## src/rtl/srtf_pkg.sv

```systemverilog
// srtf_pkg: shared types and codes for the SRTF tick scheduler.
// No dependencies; used by srtf_tick_scheduler.
`default_nettype none

package srtf_pkg;

  localparam int unsigned TimeW   = 32;
  localparam int unsigned ValW    = 16;
  localparam int unsigned SlotW   = 4;
  localparam int unsigned StatW   = 2;
  localparam int unsigned InDataW = 32;
  localparam int unsigned OutDataW = 168;

  localparam logic [StatW-1:0] STAT_LOADED = 2'd0;
  localparam logic [StatW-1:0] STAT_REJECT = 2'd1;
  localparam logic [StatW-1:0] STAT_RUN    = 2'd2;
  localparam logic [StatW-1:0] STAT_IDLE   = 2'd3;

  localparam logic MODE_LOAD = 1'b0;
  localparam logic MODE_TICK = 1'b1;

  typedef enum logic [2:0] {
    S_IDLE,
    S_SCAN,
    S_DRAIN,
    S_SEL,
    S_UPD,
    S_TAT,
    S_WAIT,
    S_DONE
  } seq_state_e;

endpackage

`default_nettype wire

```

## src/rtl/srtf_tick_scheduler.sv

```systemverilog
// srtf_tick_scheduler: preemptive shortest-remaining-time-first scheduler.
// Depends on srtf_pkg (state enum, status codes, field widths).
//
//  channel   dir  tdata                              tuser
//  s_axis    in   arrival_time, burst_time           mode
//  m_axis    out  slot .. all_done (166 bits used)   status
//
// A load item goes from idle to the done step. A tick item scans each loaded
// slot, drains the read, selects and, when a process runs, updates the slot,
// adding turnaround and waiting steps when it finishes: the scan reads one
// slot per cycle through the table memory's read port and one compare unit.
// Reset clears the counters, clock, started flags and output valid, and returns to idle.
// A result waits in the output register; the block stays busy in its
// final step until that register is free.
`default_nettype none

module srtf_tick_scheduler #(
  parameter int unsigned MAX_PROCS = 16
) (
  input  wire logic                           clk_i,
  input  wire logic                           rst_ni,
  input  wire logic                           s_axis_tvalid_i,
  output logic                                s_axis_tready_o,
  // [15:0] arrival_time, [31:16] burst_time
  input  wire logic [srtf_pkg::InDataW-1:0]   s_axis_tdata_i,
  // [0] mode
  input  wire logic                           s_axis_tuser_i,
  output logic                                m_axis_tvalid_o,
  input  wire logic                           m_axis_tready_i,
  // [3:0] slot, [35:4] tick_end_time, [36] finished, [68:37] start_time,
  // [100:69] turnaround, [132:101] waiting, [164:133] response,
  // [165] all_done, [167:166] zero
  output logic [srtf_pkg::OutDataW-1:0]       m_axis_tdata_o,
  // [1:0] status
  output logic [srtf_pkg::StatW-1:0]          m_axis_tuser_o
);

  localparam int unsigned SW = (MAX_PROCS > 1) ? $clog2(MAX_PROCS) : 1;
  localparam int unsigned CW = $clog2(MAX_PROCS + 1);
  localparam logic [CW-1:0] MaxCnt = CW'(MAX_PROCS);
  localparam int unsigned TW = srtf_pkg::TimeW;
  localparam int unsigned VW = srtf_pkg::ValW;

  srtf_pkg::seq_state_e state_q, state_d;

  // table memories
  logic [VW-1:0] arr_mem [MAX_PROCS];
  logic [VW-1:0] bur_mem [MAX_PROCS];
  logic [VW-1:0] rem_mem [MAX_PROCS];
  logic [TW-1:0] fs_mem  [MAX_PROCS];
  logic [MAX_PROCS-1:0] started_q;

  logic [CW-1:0] count_q, done_cnt_q, idx_q;
  logic [TW-1:0] time_q;

  logic [SW-1:0] rd_addr;
  logic [VW-1:0] rd_arr_q, rd_bur_q, rd_rem_q;
  logic [TW-1:0] rd_fs_q;
  logic          rd_vld_q;
  logic [SW-1:0] rd_idx_q;

  logic          found_q;
  logic [SW-1:0] best_q;
  logic [VW-1:0] best_rem_q;

  // result under construction
  logic [srtf_pkg::StatW-1:0] res_stat_q;
  logic [srtf_pkg::SlotW-1:0] res_slot_q;
  logic                       res_fin_q;
  logic [TW-1:0]              res_st_q, res_tat_q, res_wt_q, res_resp_q;

  logic                          out_vld_q;
  logic [srtf_pkg::OutDataW-1:0] out_data_q;
  logic [srtf_pkg::StatW-1:0]    out_user_q;

  logic          accept;
  logic          in_mode;
  logic [VW-1:0] in_arr, in_bur;
  logic          load_ok;
  logic          cand_better;
  logic [VW-1:0] new_rem;
  logic [TW-1:0] fs_val;
  logic          out_free;
  logic [SW+srtf_pkg::SlotW-1:0] best_ext, cnt_ext;

  assign in_mode = s_axis_tuser_i;
  assign in_arr  = s_axis_tdata_i[VW-1:0];
  assign in_bur  = s_axis_tdata_i[2*VW-1:VW];
  assign accept  = s_axis_tvalid_i && s_axis_tready_o;
  assign load_ok = (count_q != MaxCnt) && (in_bur != '0);
  assign out_free = !out_vld_q || m_axis_tready_i;

  assign best_ext = {{srtf_pkg::SlotW{1'b0}}, best_q};
  assign cnt_ext  = {{srtf_pkg::SlotW{1'b0}}, count_q[SW-1:0]};

  // one compare unit shared across the scan
  assign cand_better = ({{(TW-VW){1'b0}}, rd_arr_q} <= time_q) && (rd_rem_q != '0) &&
                       (!found_q || (rd_rem_q < best_rem_q));

  assign new_rem = best_rem_q - VW'(1);
  assign fs_val  = started_q[best_q] ? rd_fs_q : time_q;

  // outside the scan the read port stays on the chosen slot for the closing steps
  assign rd_addr = (state_q == srtf_pkg::S_SCAN) ? idx_q[SW-1:0] : best_q;

  // next state
  always_comb begin
    state_d = state_q;
    case (state_q)
      srtf_pkg::S_IDLE: begin
        if (accept) begin
          state_d = (in_mode == srtf_pkg::MODE_TICK) ? srtf_pkg::S_SCAN : srtf_pkg::S_DONE;
        end
      end
      srtf_pkg::S_SCAN: begin
        if (idx_q >= count_q) state_d = srtf_pkg::S_DRAIN;
      end
      srtf_pkg::S_DRAIN: state_d = srtf_pkg::S_SEL;
      srtf_pkg::S_SEL:   state_d = found_q ? srtf_pkg::S_UPD : srtf_pkg::S_DONE;
      srtf_pkg::S_UPD:   state_d = (new_rem == '0) ? srtf_pkg::S_TAT : srtf_pkg::S_DONE;
      srtf_pkg::S_TAT:   state_d = srtf_pkg::S_WAIT;
      srtf_pkg::S_WAIT:  state_d = srtf_pkg::S_DONE;
      srtf_pkg::S_DONE: begin
        if (out_free) state_d = srtf_pkg::S_IDLE;
      end
      default: state_d = srtf_pkg::S_IDLE;
    endcase
  end

  // outputs
  always_comb begin
    s_axis_tready_o = (state_q == srtf_pkg::S_IDLE);
    m_axis_tvalid_o = out_vld_q;
    m_axis_tdata_o  = out_data_q;
    m_axis_tuser_o  = out_user_q;
  end

  always_ff @(posedge clk_i or negedge rst_ni) begin
    if (!rst_ni) begin
      state_q <= srtf_pkg::S_IDLE;
    end else begin
      state_q <= state_d;
    end
  end

  // memory writes and registered reads
  always_ff @(posedge clk_i) begin
    if (accept && in_mode == srtf_pkg::MODE_LOAD && load_ok) begin
      arr_mem[count_q[SW-1:0]] <= in_arr;
      bur_mem[count_q[SW-1:0]] <= in_bur;
    end
    rd_arr_q <= arr_mem[rd_addr];
    rd_bur_q <= bur_mem[rd_addr];
  end

  always_ff @(posedge clk_i) begin
    if (accept && in_mode == srtf_pkg::MODE_LOAD && load_ok) begin
      rem_mem[count_q[SW-1:0]] <= in_bur;
    end else if (state_q == srtf_pkg::S_UPD) begin
      rem_mem[best_q] <= new_rem;
    end
    rd_rem_q <= rem_mem[rd_addr];
  end

  always_ff @(posedge clk_i) begin
    if (state_q == srtf_pkg::S_UPD && !started_q[best_q]) begin
      fs_mem[best_q] <= time_q;
    end
    rd_fs_q <= fs_mem[rd_addr];
  end

  // control registers
  always_ff @(posedge clk_i or negedge rst_ni) begin
    if (!rst_ni) begin
      started_q  <= '0;
      count_q    <= '0;
      done_cnt_q <= '0;
      idx_q      <= '0;
      time_q     <= '0;
      rd_vld_q   <= 1'b0;
      found_q    <= 1'b0;
      out_vld_q  <= 1'b0;
    end else begin
      rd_vld_q <= (state_q == srtf_pkg::S_SCAN) && (idx_q < count_q);
      if (state_q == srtf_pkg::S_DONE && out_free) begin
        out_vld_q <= 1'b1;
      end else if (m_axis_tready_i) begin
        out_vld_q <= 1'b0;
      end
      case (state_q)
        srtf_pkg::S_IDLE: begin
          idx_q   <= '0;
          found_q <= 1'b0;
          if (accept && in_mode == srtf_pkg::MODE_LOAD && load_ok) begin
            started_q[count_q[SW-1:0]] <= 1'b0;
            count_q <= count_q + CW'(1);
          end
        end
        srtf_pkg::S_SCAN: begin
          if (idx_q < count_q) idx_q <= idx_q + CW'(1);
        end
        srtf_pkg::S_SEL: begin
          if (!found_q) time_q <= time_q + TW'(1);
        end
        srtf_pkg::S_UPD: begin
          started_q[best_q] <= 1'b1;
          time_q <= time_q + TW'(1);
          if (new_rem == '0) done_cnt_q <= done_cnt_q + CW'(1);
        end
        default: ;
      endcase
      if (rd_vld_q && cand_better) found_q <= 1'b1;
    end
  end

  // scan result and payload registers
  always_ff @(posedge clk_i) begin
    rd_idx_q <= idx_q[SW-1:0];
    if (rd_vld_q && cand_better) begin
      best_q     <= rd_idx_q;
      best_rem_q <= rd_rem_q;
    end
    case (state_q)
      srtf_pkg::S_IDLE: begin
        res_fin_q  <= 1'b0;
        res_st_q   <= '0;
        res_tat_q  <= '0;
        res_wt_q   <= '0;
        res_resp_q <= '0;
        res_slot_q <= (in_mode == srtf_pkg::MODE_LOAD && load_ok) ?
                      cnt_ext[srtf_pkg::SlotW-1:0] : '0;
        res_stat_q <= (in_mode != srtf_pkg::MODE_LOAD) ? srtf_pkg::STAT_IDLE :
                      load_ok ? srtf_pkg::STAT_LOADED : srtf_pkg::STAT_REJECT;
      end
      srtf_pkg::S_UPD: begin
        res_stat_q <= srtf_pkg::STAT_RUN;
        res_slot_q <= best_ext[srtf_pkg::SlotW-1:0];
        if (new_rem == '0) begin
          res_fin_q <= 1'b1;
          res_st_q  <= fs_val;
        end
      end
      srtf_pkg::S_TAT: begin
        // clock already advanced past the final tick
        res_tat_q  <= time_q - {{(TW-VW){1'b0}}, rd_arr_q};
        res_resp_q <= res_st_q - {{(TW-VW){1'b0}}, rd_arr_q};
      end
      srtf_pkg::S_WAIT: begin
        res_wt_q <= res_tat_q - {{(TW-VW){1'b0}}, rd_bur_q};
      end
      srtf_pkg::S_DONE: begin
        if (out_free) begin
          out_user_q <= res_stat_q;
          out_data_q <= {2'b00, (done_cnt_q == count_q), res_resp_q, res_wt_q,
                         res_tat_q, res_st_q, res_fin_q, time_q, res_slot_q};
        end
      end
      default: ;
    endcase
  end

  // checks
  a_done_le_count: assert property (@(posedge clk_i) disable iff (!rst_ni)
    done_cnt_q <= count_q)
    else $error("completed count exceeds process count");

  a_fin_only_on_run: assert property (@(posedge clk_i) disable iff (!rst_ni)
    (m_axis_tvalid_o && m_axis_tdata_o[36]) |-> (m_axis_tuser_o == srtf_pkg::STAT_RUN))
    else $error("finished flag on a non-run result");

  a_idle_clean: assert property (@(posedge clk_i) disable iff (!rst_ni)
    (m_axis_tvalid_o && (m_axis_tuser_o == srtf_pkg::STAT_IDLE ||
                         m_axis_tuser_o == srtf_pkg::STAT_REJECT))
    |-> (m_axis_tdata_o[3:0] == 4'd0 && !m_axis_tdata_o[36]))
    else $error("idle or reject result carries a slot or finish");

  a_tick_busy: assert property (@(posedge clk_i) disable iff (!rst_ni)
    (accept && in_mode == srtf_pkg::MODE_TICK) |=> !s_axis_tready_o)
    else $error("ready during tick scan");

  a_time_step: assert property (@(posedge clk_i) disable iff (!rst_ni)
    (state_q == srtf_pkg::S_UPD) |=> (time_q == $past(time_q) + 32'd1))
    else $error("clock did not advance on a run tick");

endmodule

`default_nettype wire
```

## config.mk

```make
export PLATFORM = sky130hd
export DESIGN_NAME = srtf_tick_scheduler
export DESIGN_NICKNAME = d
export VERILOG_FILES = /design/src/rtl/srtf_pkg.sv /design/src/rtl/srtf_tick_scheduler.sv
export SDC_FILE = /design/constraint.sdc
export NUM_CORES = 2
export LEC_CHECK = 0
export ABC_CLOCK_PERIOD_IN_PS = 8560
export BUFFER_PORTS_ARGS = -buffer_cell sky130_fd_sc_hd__buf_2
export CORE_MARGIN = 5
export CORE_UTILIZATION = 45
export DETAILED_ROUTE_END_ITERATION = 8
export HOLD_SLACK_MARGIN = 0.08
export MAX_ROUTING_LAYER = met4
export SETUP_SLACK_MARGIN = 0.15
export SLEW_MARGIN = 0
export SYNTH_ARGS = -nofsm -noshare
export SYNTH_HDL_FRONTEND = slang
export SYNTH_SLANG_ARGS = --single-unit
export TNS_END_PERCENT = 100
```

## constraint.sdc

```tcl
create_clock -name clk_i -period 8.56 [get_ports clk_i]
set_input_delay 0.428 -clock clk_i [delete_from_list [all_inputs] [get_ports clk_i]]
set_output_delay 0.428 -clock clk_i [all_outputs]
set_load 0.02 [all_outputs]
```

==> run_results.csv <==
group,metric,value,unit
global_routing,grt_pass1_wl,241000,um
global_routing,global_route.usage.total,0.214,
floorplanning,die_w,400,um
floorplanning,die_y,400,um
cts,clock_path_buffers,3,
logic_synthesis,synth_most_common_cell,"edfxtp_1",
sta,final-max-slew-violation-count,0,
sta,whs,0.404,ns
setup_path,endpoint_kind,"register",
floorplanning,std_cell_rows,143,
setup_path,start_kind,"register",
setup_path,cp.required,8.96,ns
sta,timing.fmax,0.214,GHz
sta,period_share,0.546,
floorplanning,initial_core_util,0.451,
cells_and_area,fillers,12100,
logic_synthesis,ys.warnings.count,0,
sta,period_minus_slack,4.68,ns
cells_and_area,area_delta_synth_final,15.1,%
floorplanning,core,0.152,mm2
detailed_routing,wl,166000,um
sta,relSlewSlack,0.199,
sta,hold_viol,0,
cts,cts_tree,"built",
power,power.density,294,mW/mm2
detailed_routing,first_iter_violations,3263,
cts,clock-sinks,1756,
cts,cts.clk_slew.worst_paths,0.06,ns
detailed_routing,drtPass1Iterations,7,
detailed_routing,via_per_inst,5.67,
sta,setup_tns,0,ns
detailed_routing,drc,0,
detailed_routing,wire_per_inst,26.8,um
cts,insertion_delay,0.80,ns
sta,fin_ws,3.88,ns
sta,rsz0062_at_grt,"no",
cts,post_cts_buffers,0,
logic_synthesis,yosysUniqueCellTypes,76,
job,max_cap_viol_count,0,
outcome,outcome,"completed",
global_routing,grt_max_degree,138,
logic_synthesis,netlist_top_cells_count,"1603 x edfxtp_1, 325 x mux4_2, 220 x nor2_1",
logic_synthesis,syn_inst,3641,
logic_synthesis,async_reset_ff_frac,0.0393,
detailed_routing,vias,35100,
global_routing,antenna_found_initial,12,
global_routing,grt.overflow.total,0,
place,hpwl,101000,um
place,place_ws,4.01,ns
sta,tightest_slew,1.20,ns
cts,ctsResizeCount,0,
logic_synthesis,synth_seq_area_share,0.754,
logic_synthesis,ys.flop_type,"edfxtp_1",
place,port_buffers,206,
cts,cts_inserted_buffers,176,
cts,cts-root-buf,"clkbuf_16",
logic_synthesis,avgSynthCellArea,18.8,um2
cts,htreeDepth,4,
power,finalPower,23100,uW
power,power.leakage,0.0266,uW
cells_and_area,drive_gt1_frac,0.237,
logic_synthesis,synth_edf_count,1603,
logic_synthesis,yosysTopAreaCell,"edfxtp_1",
place,place.gp.congestion,0.845,
sta,final-setup-viol-count,0,
detailed_routing,drtAntennaViolNets,0,
hold_path,hp-class,"register to register",
logic_synthesis,syn_area,0.0683,mm2
global_routing,grt_pass1_vias,34800,
setup_path,crit_fanout,21,
setup_path,crit_type,"register to register",
logic_synthesis,synth_seq_cells,1756,
logic_synthesis,synth.top_cell.area_share,0.704,
floorplanning,fp.dieArea,0.160,mm2
floorplanning,ios,209,
setup_path,cp.arrival,5.08,ns
logic_synthesis,yosys-top-cells-area,"edfxtp_1 70%, mux4_2 11%, dfrtp_1 2.5%, dfxtp_1 2.5%, a22oi_1 1.8%",
cells_and_area,nets,4113,
power,ir_drop,234,uV
sta,skew,0.0289,ns
-- cell families after synthesis --
group | share of synthesized area
multiplexers | 0.113
adder cells (fa/ha/maj) | 0.0150
other | 0.0000549
AND/OR/NAND/NOR | 0.0441
flip-flops | 0.754
buffers and inverters | 0.0143
XOR/XNOR | 0.0148
AO/OA/AOI/OAI | 0.0440
-- path summary, 6_finish.rpt --
kind                       slack [ns]                   endpoint  depth (start not counted)                   from
setup / recovery                 3.88    best_rem_q[8]$_DFFE_PP_                          9  time_q[0]$_DFFE_PN0P_
hold / removal                   0.40        best_q[2]$_DFFE_PP_                          0    rd_idx_q[2]$_DFF_P_
setup reg to reg                 3.88    best_rem_q[8]$_DFFE_PP_                          9  time_q[0]$_DFFE_PN0P_
hold reg to reg                  0.40        best_q[2]$_DFFE_PP_                          0    rd_idx_q[2]$_DFF_P_
max in group asynchronous        7.46  done_cnt_q[1]$_DFFE_PN0P_                          2                 rst_ni
min in group asynchronous        0.42      time_q[2]$_DFFE_PN0P_                          2                 rst_ni
-- cell usage in the layout (no fill, tap or decap), types with 15 or more instances in the layout --
cell type,Yosys,final
buf_2,33,205
nand2_1,179,177
edfxtp_1,1603,1603
ha_1,77,77
nand3_1,36,36
clkinv_1,0,16
nor2_4,0,33
dlygate4sd3_1,0,36
nor2b_1,17,17
bufinv_16,0,18
mux2i_1,39,37
xnor2_1,85,85
clkbuf_1,118,44
a21o_1,29,29
clkinv_2,0,29
or2_2,17,17
clkbuf_16,0,176
o21ai_0,73,73
a31oi_1,15,15
nor2_1,220,187
o21a_1,15,15
nor3_1,34,30
inv_1,81,81
dfxtp_1,84,84
mux4_2,325,325
buf_4,2,97
a22oi_1,160,160
dfrtp_1,69,69
a21oi_1,65,65
nor4_1,25,25
nand4_1,22,22
clkbuf_8,0,16
xor2_1,29,29
-- repair_timing --
item                                   4_1_cts  5_1_grt
hold buffers                                36        0
endpoints found under the hold margin      581        0
setup endpoints to repair                    0        0
-- per-stage QoR --
step | instance area (um2) | instances | util
CTS | 78600 | 6176 | 0.519
floorplan | 68300 | 3642 | -
detailed placement | 72400 | 5812 | 0.478
global route | 78700 | 6184 | 0.519
finish | 78700 | 6186 | 0.519
global placement | 72400 | 5812 | 0.478
-- flip-flops by register name (all words and copies together) (netlist names), 5 cells and up --
| signal | flops |
|---|---|
| rem_mem | 256 |
| fs_mem | 512 |
| res_resp_q | 32 |
| res_st_q | 32 |
| done_cnt_q | 5 |
| res_tat_q | 32 |
| rd_arr_q | 16 |
| rd_bur_q | 16 |
| count_q | 5 |
| best_rem_q | 16 |
| m_axis_tdata_o | 166 |
| rd_fs_q | 32 |
| bur_mem | 256 |
| started_q | 16 |
| res_wt_q | 32 |
| rd_rem_q | 16 |
| idx_q | 5 |
| time_q | 32 |
| arr_mem | 256 |
-- cell type report --
| class | count | area (um2) | share of cell area |
|---|---|---|---|
| Clock inverter | 92 | 1110 | 0.0141 |
| Inverter | 81 | 304 | 0.00386 |
| Tap cell | 2030 | 2540 | 0.0323 |
| Multi-Input combinational cell | 1639 | 16200 | 0.205 |
| Timing Repair Buffer | 342 | 2190 | 0.0279 |
| Sequential cell | 1756 | 51500 | 0.655 |
| Clock buffer | 236 | 4790 | 0.0609 |
| Antenna cell | 10 | 25.0 | 0.000318 |
-- critical path: stages (launching register included) --
cell and delay, ns:
dfrtp_1 0.72, inv_1 0.25, ha_1 0.30, fa_1 0.40, nor2b_1 0.22, o31a_1 0.24
a32oi_1 0.09, a21oi_1 0.65, nor2_1 0.33, a211oi_4 1.06
-- routing by layer --
layer,global-route usage,wire length (um),part of all wire
met2,0.319,76900,0.46
met4,0.0581,4140,0.025
met1,0.298,70900,0.43
met3,0.0517,13600,0.082
met5,-,0,0
-- where the power goes --
part | switching [uW] | total, uW | internal (uW)
combinational | 2860 | 4390 | 1540
sequential | 556 | 11000 | 10400
clock | 3250 | 7760 | 4510
(Power assumes the default switching activity.)
